File: src/design/svf_pkg.sv
// Shared types and constants of the double-sampled state-variable filter.
package svf_pkg;

	localparam int COEF_BITS      = 24;
	localparam int COEF_FRAC      = 22;
	localparam int STATE_INT_BITS = 8;
	localparam int MUL_CHUNK      = 24;
	localparam int CFG_INDEX_BITS = 2;

	localparam logic [2:0] MODE_BYPASS = 3'd0;
	localparam logic [2:0] MODE_LOW    = 3'd1;
	localparam logic [2:0] MODE_BAND   = 3'd2;
	localparam logic [2:0] MODE_HIGH   = 3'd3;
	localparam logic [2:0] MODE_NOTCH  = 3'd4;
	localparam logic [2:0] MODE_PEAK   = 3'd5;

	localparam logic [CFG_INDEX_BITS-1:0] REG_MODE  = 2'd0;
	localparam logic [CFG_INDEX_BITS-1:0] REG_FREQ  = 2'd1;
	localparam logic [CFG_INDEX_BITS-1:0] REG_DAMP  = 2'd2;
	localparam logic [CFG_INDEX_BITS-1:0] REG_DRIVE = 2'd3;

	localparam logic [COEF_BITS-1:0] FREQ_RESET  = 24'h100000;
	localparam logic [COEF_BITS-1:0] DRIVE_RESET = 24'h200000;

	typedef struct packed {
		logic [2:0]           mode;
		logic [COEF_BITS-1:0] freq;
		logic [COEF_BITS-1:0] damp;
		logic [COEF_BITS-1:0] drive;
	} svf_cfg_t;

	// wide: chunk the whole second operand and drop the state fraction bits,
	// otherwise the second operand is a coefficient and one chunk suffices
	typedef struct packed {
		logic start;
		logic wide;
	} svf_mul_ctl_t;

	typedef enum logic [3:0] {
		ST_IDLE,
		ST_NOTCH,
		ST_LOW,
		ST_HIGH,
		ST_SQ,
		ST_CUBE,
		ST_DRV,
		ST_FH,
		ST_PICK,
		ST_AVG,
		ST_DONE
	} svf_state_t;

endpackage

File: src/design/state_variable_filter_double_sampled.sv
// Double-sampled state-variable filter with cubic band-path drive.
//
// Input stream s_axis_*: one signed audio sample per request in tdata.
// Output stream m_axis_*: one filtered sample per input request, in order.
// Config channel cfg_*: index 0 response mode (write clears both integrators),
// 1 tuning coefficient, 2 damping coefficient, 3 drive weight; cfg_ready is
// always high. Writes are made only while the filter is idle: the user keeps
// to this, as the block itself does not enforce it. Each sample outside bypass
// mode runs two filter passes through one shared multiplier; a coefficient
// product uses one chunk of its second operand and a square or cube product
// chunks its whole second operand. Bypass mode goes straight to the result.
// The next sample is accepted in the cycle after the output register takes a
// result, so the filter takes a new sample only once the last one's result
// has left the sequencer.
// s_axis_tready is high only while the sequencer is idle. A result waits in the
// output register, so the next sample is accepted while m_axis_tready is low;
// that sample's result then holds in the sequencer until the register frees.
// Reset clears the integrators, loads the register defaults (bypass mode)
// and empties the output register.
module state_variable_filter_double_sampled #(
	parameter int  SAMPLE_BITS = 24,
	parameter int  STATE_BITS  = 32,
	localparam int TDATA_BITS  = ((SAMPLE_BITS + 7) / 8) * 8
) (
	input  logic                                clk,
	input  logic                                arst_n,
	input  logic                                s_axis_tvalid,
	output logic                                s_axis_tready,
	input  logic [TDATA_BITS-1:0]               s_axis_tdata,   // [SAMPLE_BITS-1:0] sample_in
	output logic                                m_axis_tvalid,
	input  logic                                m_axis_tready,
	output logic [TDATA_BITS-1:0]               m_axis_tdata,   // [SAMPLE_BITS-1:0] sample_out
	input  logic                                cfg_valid,
	output logic                                cfg_ready,
	input  logic [svf_pkg::CFG_INDEX_BITS-1:0]  cfg_index,
	input  logic [svf_pkg::COEF_BITS-1:0]       cfg_data
);
	import svf_pkg::*;

	svf_cfg_t                    cfg_q;
	logic                        cfg_we;
	logic                        clr;
	logic                        start;
	logic                        idle;
	logic                        res_valid;
	logic [SAMPLE_BITS-1:0]      res_data;
	logic                        load;
	logic                        m_valid_q;
	logic [SAMPLE_BITS-1:0]      m_data_q;
	svf_mul_ctl_t                mul_ctl;
	logic signed [STATE_BITS-1:0] mul_a;
	logic signed [STATE_BITS:0]   mul_b;
	logic                        mul_done;
	logic signed [STATE_BITS-1:0] mul_res;

	assign cfg_ready = 1'b1;
	assign cfg_we    = cfg_valid && cfg_ready;
	assign clr       = cfg_we && (cfg_index == REG_MODE);

	always_ff @(posedge clk or negedge arst_n) begin
		if (!arst_n) begin
			cfg_q <= '{mode: MODE_BYPASS, freq: FREQ_RESET, damp: '0, drive: DRIVE_RESET};
		end else if (cfg_we) begin
			case (cfg_index)
				REG_MODE:  cfg_q.mode  <= cfg_data[2:0];
				REG_FREQ:  cfg_q.freq  <= cfg_data;
				REG_DAMP:  cfg_q.damp  <= cfg_data;
				REG_DRIVE: cfg_q.drive <= cfg_data;
				default: ;
			endcase
		end
	end

	assign s_axis_tready = idle;
	assign start         = s_axis_tvalid && idle;

	svf_seq #(.SB(SAMPLE_BITS), .S(STATE_BITS)) u_seq (
		.clk       (clk),
		.arst_n    (arst_n),
		.start     (start),
		.sample    (s_axis_tdata[SAMPLE_BITS-1:0]),
		.cfg       (cfg_q),
		.clr       (clr),
		.idle      (idle),
		.res_valid (res_valid),
		.res_data  (res_data),
		.res_take  (load),
		.mul_ctl   (mul_ctl),
		.mul_a     (mul_a),
		.mul_b     (mul_b),
		.mul_done  (mul_done),
		.mul_res   (mul_res)
	);

	svf_mul #(.S(STATE_BITS)) u_mul (
		.clk    (clk),
		.arst_n (arst_n),
		.ctl    (mul_ctl),
		.op_a   (mul_a),
		.op_b   (mul_b),
		.done   (mul_done),
		.result (mul_res)
	);

	// advance the output register when it is empty or being drained
	assign load = res_valid && (!m_valid_q || m_axis_tready);

	always_ff @(posedge clk or negedge arst_n) begin
		if (!arst_n) begin
			m_valid_q <= 1'b0;
		end else if (load) begin
			m_valid_q <= 1'b1;
		end else if (m_axis_tready) begin
			m_valid_q <= 1'b0;
		end
	end

	always_ff @(posedge clk) begin
		if (load) begin
			m_data_q <= res_data;
		end
	end

	assign m_axis_tvalid = m_valid_q;
	assign m_axis_tdata  = TDATA_BITS'(m_data_q);

endmodule

File: src/design/svf_rescale.sv
// Fixed-point format change: shift (rounding half away from zero on a right shift), then saturate.
module svf_rescale #(
	parameter int IW    = 24,
	parameter int OW    = 32,
	parameter int SHIFT = 1
) (
	input  logic signed [IW-1:0] din,
	output logic signed [OW-1:0] dout
);

	generate
		if (SHIFT >= 0) begin : g_left
			localparam int EW = ((IW + SHIFT > OW) ? IW + SHIFT : OW) + 1;
			localparam logic signed [EW-1:0] MAXV = {{(EW-OW+1){1'b0}}, {(OW-1){1'b1}}};
			localparam logic signed [EW-1:0] MINV = ~MAXV;
			logic signed [EW-1:0] ext;

			assign ext = EW'(din) <<< SHIFT;
			always_comb begin
				if (ext > MAXV) begin
					dout = MAXV[OW-1:0];
				end else if (ext < MINV) begin
					dout = MINV[OW-1:0];
				end else begin
					dout = ext[OW-1:0];
				end
			end
		end else begin : g_right
			localparam int R  = -SHIFT;
			localparam int CW = (IW + 2 > OW + 1) ? IW + 2 : OW + 1;
			localparam logic [CW-1:0] HALF = CW'(1) << (R - 1);
			localparam logic [CW-1:0] LIMP = {{(CW-OW+1){1'b0}}, {(OW-1){1'b1}}};
			localparam logic [CW-1:0] LIMN = LIMP + CW'(1);
			logic signed [CW-1:0] wide;
			logic                 neg;
			logic [CW-1:0]        mag;
			logic [CW-1:0]        rnd;
			logic [CW-1:0]        lim;
			logic [OW-1:0]        mo;

			assign wide = CW'(din);
			assign neg  = din[IW-1];
			assign mag  = neg ? CW'(-wide) : CW'(wide);
			assign rnd  = (mag + HALF) >> R;
			assign lim  = neg ? LIMN : LIMP;
			assign mo   = (rnd > lim) ? lim[OW-1:0] : rnd[OW-1:0];
			assign dout = neg ? $signed(OW'(~mo + 1'b1)) : $signed(mo);
		end
	endgenerate

endmodule

File: src/design/svf_mul.sv
// Shared multiplier: chunked magnitude product, rounding half away from zero, saturation.
module svf_mul #(
	parameter int S = 32
) (
	input  logic                  clk,
	input  logic                  arst_n,
	input  svf_pkg::svf_mul_ctl_t ctl,
	input  logic signed [S-1:0]   op_a,
	input  logic signed [S:0]     op_b,
	output logic                  done,
	output logic signed [S-1:0]   result
);
	import svf_pkg::*;

	localparam int CH   = MUL_CHUNK;
	localparam int NCH  = (S + CH - 1) / CH;
	localparam int BPW  = NCH * CH;
	localparam int PW   = S + BPW;
	localparam int CNTW = (NCH > 1) ? $clog2(NCH) : 1;
	localparam int SH_S = S - STATE_INT_BITS;
	localparam int SH_C = COEF_FRAC;
	localparam logic [PW:0] HALF_S = (PW+1)'(1) << (SH_S - 1);
	localparam logic [PW:0] HALF_C = (PW+1)'(1) << (SH_C - 1);
	localparam logic [PW:0] LIMP   = {{(PW-S+2){1'b0}}, {(S-1){1'b1}}};
	localparam logic [PW:0] LIMN   = LIMP + (PW+1)'(1);

	logic [S-1:0]    amag;
	logic [S:0]      bfull;
	logic [BPW-1:0]  bpad;
	logic [CH-1:0]   first_chunk;
	logic [S-1:0]    mul_a;
	logic [CH-1:0]   mul_b;
	logic [S+CH-1:0] prod;
	logic [PW-1:0]   acc_base;
	logic [PW-1:0]   acc_n;
	logic [PW:0]     r_s;
	logic [PW:0]     r_c;
	logic [PW:0]     rmag;
	logic [PW:0]     lim;
	logic [S-1:0]    mo;
	logic signed [S-1:0] rounded;

	logic            busy_q;
	logic            done_q;
	logic [S-1:0]    amag_q;
	logic [BPW-1:0]  bmag_q;
	logic [CNTW-1:0] cnt_q;
	logic            neg_q;
	logic            wide_q;
	logic [PW-1:0]   acc_q;
	logic signed [S-1:0] res_q;

	assign amag        = op_a[S-1] ? S'(-op_a) : S'(op_a);
	assign bfull       = op_b[S] ? (S+1)'(-op_b) : (S+1)'(op_b);
	assign bpad        = BPW'(bfull[S-1:0]);
	assign first_chunk = ctl.wide ? bpad[BPW-1 -: CH] : bpad[CH-1:0];

	// one multiplier: the first chunk on a request, the next chunk while busy
	assign mul_a    = ctl.start ? amag : amag_q;
	assign mul_b    = ctl.start ? first_chunk : bmag_q[BPW-1 -: CH];
	assign prod     = mul_a * mul_b;
	assign acc_base = ctl.start ? '0 : (acc_q << CH);
	assign acc_n    = acc_base + PW'(prod);

	assign r_s     = ({1'b0, acc_q} + HALF_S) >> SH_S;
	assign r_c     = ({1'b0, acc_q} + HALF_C) >> SH_C;
	assign rmag    = wide_q ? r_s : r_c;
	assign lim     = neg_q ? LIMN : LIMP;
	assign mo      = (rmag > lim) ? lim[S-1:0] : rmag[S-1:0];
	assign rounded = neg_q ? $signed(S'(~mo + 1'b1)) : $signed(mo);

	assign done   = done_q;
	assign result = res_q;

	always_ff @(posedge clk or negedge arst_n) begin
		if (!arst_n) begin
			busy_q <= 1'b0;
			done_q <= 1'b0;
		end else begin
			done_q <= 1'b0;
			if (ctl.start) begin
				busy_q <= 1'b1;
			end else if (busy_q && cnt_q == '0) begin
				busy_q <= 1'b0;
				done_q <= 1'b1;
			end
		end
	end

	always_ff @(posedge clk) begin
		if (ctl.start) begin
			amag_q <= amag;
			bmag_q <= bpad << CH;
			cnt_q  <= ctl.wide ? CNTW'(NCH - 1) : '0;
			neg_q  <= op_a[S-1] ^ op_b[S];
			wide_q <= ctl.wide;
			acc_q  <= acc_n;
		end else if (busy_q) begin
			if (cnt_q != '0) begin
				acc_q  <= acc_n;
				bmag_q <= bmag_q << CH;
				cnt_q  <= cnt_q - CNTW'(1);
			end else begin
				res_q <= rounded;
			end
		end
	end

	a_no_overlap: assert property (@(posedge clk) disable iff (!arst_n)
		ctl.start |-> !busy_q)
		else $error("multiplier request while busy");
	a_last_chunk: assert property (@(posedge clk) disable iff (!arst_n)
		(busy_q && cnt_q == '0 && !ctl.start) |=> (done_q && !busy_q))
		else $error("product not delivered after last chunk");
	a_busy_cause: assert property (@(posedge clk) disable iff (!arst_n)
		$rose(busy_q) |-> $past(ctl.start))
		else $error("multiplier busy without request");

endmodule

File: src/design/svf_seq.sv
// Sequencer and datapath: two filter passes per sample outside bypass mode over the shared multiplier.
module svf_seq #(
	parameter int SB = 24,
	parameter int S  = 32
) (
	input  logic                  clk,
	input  logic                  arst_n,
	input  logic                  start,
	input  logic signed [SB-1:0]  sample,
	input  svf_pkg::svf_cfg_t     cfg,
	input  logic                  clr,
	output logic                  idle,
	output logic                  res_valid,
	output logic [SB-1:0]         res_data,
	input  logic                  res_take,
	output svf_pkg::svf_mul_ctl_t mul_ctl,
	output logic signed [S-1:0]   mul_a,
	output logic signed [S:0]     mul_b,
	input  logic                  mul_done,
	input  logic signed [S-1:0]   mul_res
);
	import svf_pkg::*;

	svf_state_t state_q;
	svf_state_t state_n;
	logic       issued_q;
	logic       pass_q;
	logic       mult_st;

	logic signed [S-1:0]  low_q;
	logic signed [S-1:0]  band_q;
	logic signed [S-1:0]  x_q;
	logic signed [S-1:0]  notch_q;
	logic signed [S-1:0]  high_q;
	logic signed [S-1:0]  tmp_q;
	logic signed [S-1:0]  drv_q;
	logic signed [S:0]    sum_q;
	logic signed [S-1:0]  avg_q;
	logic [SB-1:0]        raw_q;

	logic signed [S-1:0]  x_r;
	logic signed [S-1:0]  avg_r;
	logic signed [SB-1:0] y_r;
	logic signed [S-1:0]  peak;
	logic signed [S-1:0]  sel;

	function automatic logic signed [S-1:0] sat_st(input logic signed [S+1:0] v);
		logic signed [S+1:0] maxv;
		logic signed [S+1:0] minv;
		maxv = {3'b000, {(S-1){1'b1}}};
		minv = ~maxv;
		if (v > maxv) begin
			return maxv[S-1:0];
		end else if (v < minv) begin
			return minv[S-1:0];
		end
		return v[S-1:0];
	endfunction

	svf_rescale #(.IW(SB), .OW(S), .SHIFT(S - SB - 7)) u_in_scale (
		.din  (sample),
		.dout (x_r)
	);

	svf_rescale #(.IW(S + 1), .OW(S), .SHIFT(-1)) u_avg (
		.din  (sum_q),
		.dout (avg_r)
	);

	svf_rescale #(.IW(S), .OW(SB), .SHIFT(SB - S + 7)) u_out_scale (
		.din  (avg_q),
		.dout (y_r)
	);

	assign peak = sat_st((S+2)'(low_q) - (S+2)'(high_q));

	always_comb begin
		case (cfg.mode)
			MODE_LOW:   sel = low_q;
			MODE_BAND:  sel = band_q;
			MODE_HIGH:  sel = high_q;
			MODE_NOTCH: sel = notch_q;
			MODE_PEAK:  sel = peak;
			default:    sel = '0;
		endcase
	end

	// next state
	always_comb begin
		state_n = state_q;
		case (state_q)
			ST_IDLE: begin
				if (start) begin
					state_n = (cfg.mode == MODE_BYPASS) ? ST_DONE : ST_NOTCH;
				end
			end
			ST_NOTCH: if (mul_done) state_n = ST_LOW;
			ST_LOW:   if (mul_done) state_n = ST_HIGH;
			ST_HIGH:  state_n = ST_SQ;
			ST_SQ:    if (mul_done) state_n = ST_CUBE;
			ST_CUBE:  if (mul_done) state_n = ST_DRV;
			ST_DRV:   if (mul_done) state_n = ST_FH;
			ST_FH:    if (mul_done) state_n = ST_PICK;
			ST_PICK:  state_n = pass_q ? ST_AVG : ST_NOTCH;
			ST_AVG:   state_n = ST_DONE;
			ST_DONE:  if (res_take) state_n = ST_IDLE;
			default:  state_n = ST_IDLE;
		endcase
	end

	// outputs and multiplier operands
	always_comb begin
		mult_st   = 1'b0;
		mul_ctl   = '{start: 1'b0, wide: 1'b0};
		mul_a     = band_q;
		mul_b     = (S+1)'(band_q);
		idle      = (state_q == ST_IDLE);
		res_valid = (state_q == ST_DONE);
		res_data  = (cfg.mode inside {[MODE_LOW:MODE_PEAK]}) ? y_r : raw_q;
		case (state_q)
			ST_NOTCH: begin
				mult_st = 1'b1;
				mul_b   = (S+1)'(cfg.damp);
			end
			ST_LOW: begin
				mult_st = 1'b1;
				mul_b   = (S+1)'(cfg.freq);
			end
			ST_SQ: begin
				mult_st      = 1'b1;
				mul_ctl.wide = 1'b1;
			end
			ST_CUBE: begin
				mult_st      = 1'b1;
				mul_ctl.wide = 1'b1;
				mul_a        = tmp_q;
			end
			ST_DRV: begin
				mult_st = 1'b1;
				mul_a   = tmp_q;
				mul_b   = (S+1)'(cfg.drive);
			end
			ST_FH: begin
				mult_st = 1'b1;
				mul_a   = high_q;
				mul_b   = (S+1)'(cfg.freq);
			end
			default: ;
		endcase
		mul_ctl.start = mult_st && !issued_q;
	end

	always_ff @(posedge clk or negedge arst_n) begin
		if (!arst_n) begin
			state_q  <= ST_IDLE;
			issued_q <= 1'b0;
			pass_q   <= 1'b0;
		end else begin
			state_q <= state_n;
			if (mul_ctl.start) begin
				issued_q <= 1'b1;
			end else if (mul_done) begin
				issued_q <= 1'b0;
			end
			if (state_q == ST_IDLE) begin
				pass_q <= 1'b0;
			end else if (state_q == ST_PICK) begin
				pass_q <= 1'b1;
			end
		end
	end

	// integrators
	always_ff @(posedge clk or negedge arst_n) begin
		if (!arst_n) begin
			low_q  <= '0;
			band_q <= '0;
		end else if (clr) begin
			low_q  <= '0;
			band_q <= '0;
		end else begin
			if (state_q == ST_LOW && mul_done) begin
				low_q <= sat_st((S+2)'(low_q) + (S+2)'(mul_res));
			end
			if (state_q == ST_FH && mul_done) begin
				band_q <= sat_st((S+2)'(mul_res) + (S+2)'(band_q) - (S+2)'(drv_q));
			end
		end
	end

	always_ff @(posedge clk) begin
		case (state_q)
			ST_IDLE: begin
				if (start) begin
					raw_q <= sample;
					x_q   <= x_r;
				end
			end
			ST_NOTCH: if (mul_done) notch_q <= sat_st((S+2)'(x_q) - (S+2)'(mul_res));
			ST_HIGH:  high_q <= sat_st((S+2)'(notch_q) - (S+2)'(low_q));
			ST_SQ:    if (mul_done) tmp_q <= mul_res;
			ST_CUBE:  if (mul_done) tmp_q <= mul_res;
			ST_DRV:   if (mul_done) drv_q <= mul_res;
			ST_PICK: begin
				// first pass loads, second pass adds
				if (pass_q) begin
					sum_q <= sum_q + (S+1)'(sel);
				end else begin
					sum_q <= (S+1)'(sel);
				end
			end
			ST_AVG:   avg_q <= avg_r;
			default: ;
		endcase
	end

	a_bypass_direct: assert property (@(posedge clk) disable iff (!arst_n)
		(start && state_q == ST_IDLE && cfg.mode == MODE_BYPASS) |=> (state_q == ST_DONE))
		else $error("bypass sample did not go straight to result");
	a_state_hold: assert property (@(posedge clk) disable iff (!arst_n)
		(!clr && state_q != ST_LOW && state_q != ST_FH) |=> ($stable(low_q) && $stable(band_q)))
		else $error("integrator changed outside its update step");
	a_done_issued: assert property (@(posedge clk) disable iff (!arst_n)
		mul_done |-> issued_q)
		else $error("product returned without request");
	a_take_idle: assert property (@(posedge clk) disable iff (!arst_n)
		(res_take && state_q == ST_DONE) |=> (state_q == ST_IDLE))
		else $error("sequencer did not release after result taken");

endmodule

File: config.mk
export PLATFORM = sky130hd
export DESIGN_NAME = state_variable_filter_double_sampled
export DESIGN_NICKNAME = d
export VERILOG_FILES = /design/src/design/svf_pkg.sv /design/src/design/state_variable_filter_double_sampled.sv /design/src/design/svf_rescale.sv /design/src/design/svf_mul.sv /design/src/design/svf_seq.sv
export SDC_FILE = /design/constraint.sdc
export NUM_CORES = 2
export LEC_CHECK = 0
export BUFFER_PORTS_ARGS = -buffer_cell sky130_fd_sc_hd__buf_2
export CORE_MARGIN = 5
export CORE_UTILIZATION = 45
export DETAILED_ROUTE_END_ITERATION = 10
export PLACE_DENSITY = 0.66
export SETUP_SLACK_MARGIN = 0.05
export SKIP_LAST_GASP = 1
export SLEW_MARGIN = 15
export SYNTH_ARGS = -nofsm -noshare
export SYNTH_HDL_FRONTEND = slang
export SYNTH_SLANG_ARGS = --single-unit
export TNS_END_PERCENT = 30
File: constraint.sdc
create_clock -name clk -period 14.7 [get_ports clk]
set_input_delay 0.735 -clock clk [delete_from_list [all_inputs] [get_ports clk]]
set_output_delay 0.735 -clock clk [all_outputs]
set_load 0.005 [all_outputs]
==> out/results.tsv <==
metric	value	unit
outcome	finished, final reports clean	
post-synthesis compound-gate area fraction	16.7	%
Yosys cell types	99	
Clock Tree Buf Depth	3	
Hold/Removal Path Class	primary input to asynchronous set/reset pin	
Crit-path slowest cell	a21oi_1	
H-tree levels	3	
core footprint	158000	sq um
Area Growth Syn to Fin	6.89	%
synth warn	0	
Mapped Cells	8145	
fin. max-slew vios	0	
Fin. Hold Viols	0	
largest family of logic cells by synthesized area	adder cells	
1st-pass router iterations	9	
CTS Buf Count	71	
setup_tns	0	ns
Post-CTS Resized	0	
Boundary Pins	82	
startpoint types	register	
Synth Area in Simple Gates	16.5	%
fmax	72.3	MHz
Post-Synth Adder-Cell Area	29.1	%
global-route wire length before repair	373000	um
Sink Count	560	
DR vias	61500	
Final #Nets	9289	
Worst setup EP type	register	
Final period util	94.1	%
post-synth net total	9422	
synth top area cells	fa_1, edfxtp_1, ha_1	
post-synth top area cell	fa_1	
All-Layer GR Usage	28.7	%
flops & latches, synth	560	
postcts setup bufs	0	
Post-synth EDFFs	380	
cts hold-fix bufs	0	
row count	146	
Critical Path Fanout Max	17	
slowest stage delay, CP	0.79	ns
Max Clock Skew	0.0594	ns
Tmin final	13.83	ns
die width	409	um
largest net degree at the start of global routing	88	
initial antenna violation count	5	
vias per cell	6.06	
Slew headroom	19.4	%
mux cell area share after synthesis	2.30	%
clk_lat worst skew	0.69	ns
Initial Util	45.2	%
Final setup viols	0	
ys async rst share	26.4	%
share of layout cells above drive strength 1	6.48	%
1st-iter DRT viols	6835	
Least-Margin Pin Slew	1.20	ns
I/O Buffers	80	
CP dominant cell by count	fa_1	
cell area after synthesis	71600	sq um
CTS root buf	clkbuf_16	
kind of critical path	register to register	
most common cell in the netlist	inv_1	
WP data required	15.08	ns
Die Y	409	um
antenna viol nets, final	0	
die area	167000	sq um
GRT overflow	0	
dominant synthesized flop cell	edfxtp_1	
vias in the first global route	61000	
Detail Placement HPWL	191000	um
Avg Inst Size Synth	8.80	sq um
clock slew at reported path FFs	0.06	ns
post-DR wirelength/cell	23.9	um
commonest cells in the netlist	inv_1, nand2_1, fa_1, nor2_1, ha_1	
detailed-route DRC error count	0	
top-area cell type share of the netlist area	20.4	%
RePlAce Congestion	0.987	
TritonCTS clock tree	yes	
RSZ-0062 raised after global routing	false	
sequential-to-total area share from yosys stat	22.0	%
routed wire length	243000	um
max cap viols	0	
Synth Area in XOR/XNOR	5.56	%
WP data arrival	14.21	ns
worst max-delay path, delay by kind of cell (launching register included):
| family | cells | cell delay, ns |
|---|---|---|
| AOI/OAI and AO/OA | 10 | 4.14 |
| DFF | 1 | 0.67 |
| adders and majority gates | 8 | 3.88 |
| xor gates and xnor gates | 1 | 0.17 |
| buffers and inverters | 4 | 0.66 |
| and+or+nand+nor | 13 | 3.96 |
kinds of logic after synthesis:
group / count (synthesis)
compound gates: 1761
xor+xnor: 454
fa+ha+maj: 1228
buf+inv: 1499
flops: 560
mux: 151
other cells: 1
simple gates: 2491
routing by layer:
metal / GRT usage [%] / vias up / wire [um] / share of wire, %
met3: 5.02 / 565 / 20500 / 8.4
met1: 37.2 / 30300 / 96500 / 40
met5: 0 / - / 13 / 0.0054
li1: - / 27700 / - / -
met4: 14.9 / 2 / 15100 / 6.2
met2: 46.1 / 2899 / 111000 / 46
flip-flops by register name, summed over array words and instances, names as in the netlist, 4 cells and up:
register and flops:
u_seq.tmp_q 32, cfg_q 75, u_mul.bmag_q 24, u_mul.amag_q 32, u_mul.acc_q 80, u_seq.low_q 32, u_mul.result 32, u_seq.notch_q 32
u_seq.avg_q 32, m_axis_tdata 24, u_seq.high_q 32, u_seq.band_q 32, u_seq.raw_q 24, u_seq.drv_q 32, u_seq.sum_q 33, u_seq.state_q 4
area by class of cell:
type,count,area [sq um]
diodes,3,7.51
clock buffers,99,2050
clock inverters,33,342
fillers,15000,81800
inverters,1099,4130
multi-input cells,6086,50400
flip-flops and latches,560,15800
well taps,2072,2590
repair buffers,194,1270
metrics by stage:
step	instances	area (sq um)	util [%]	hold slack, ns	setup slack [ns]
CTS	10100	76500	48.3	0.111	0.754
finish	10100	76600	48.3	0.0664	0.872
global placement	10000	74100	46.8	0.486	1.02
global route	10100	76600	48.3	0.123	0.0709
detailed placement	10000	74100	46.8	0.483	0.870
floorplan	8145	71600	-	0.437	3.78
path summary, 6_finish.rpt:
| kind | from | to | slack (ns) | cells past startpoint |
|---|---|---|---|---|
| min | arst_n | cfg_q[69] | 0.07 | 1 |
| min reg2reg | cfg_q[38] | cfg_q[38] | 0.51 | 1 |
| max reg2reg | u_seq.state_q[0] | u_mul.acc_q[77] | 0.87 | 36 |
| min in group clk | s_axis_tdata[2] | u_seq.raw_q[2] | 0.24 | 1 |
| max | u_seq.state_q[0] | u_mul.acc_q[77] | 0.87 | 36 |
| max in group asynchronous | arst_n | u_seq.low_q[24] | 13.15 | 2 |
layout by cell type, fill, tap and decap left out, types with 182 or more instances in the layout:
master and instances:
a21o_1 182, a21oi_1 396, edfxtp_1 380, fa_1 729, ha_1 493, inv_1 1076
nand2_1 934, nor2_1 564, o21ai_0 323, xnor2_1 258, xor2_1 194
Power is left out: the tool's default activity adds up to more than one toggle a clock period on the data nets, which glitch-free logic cannot reach.
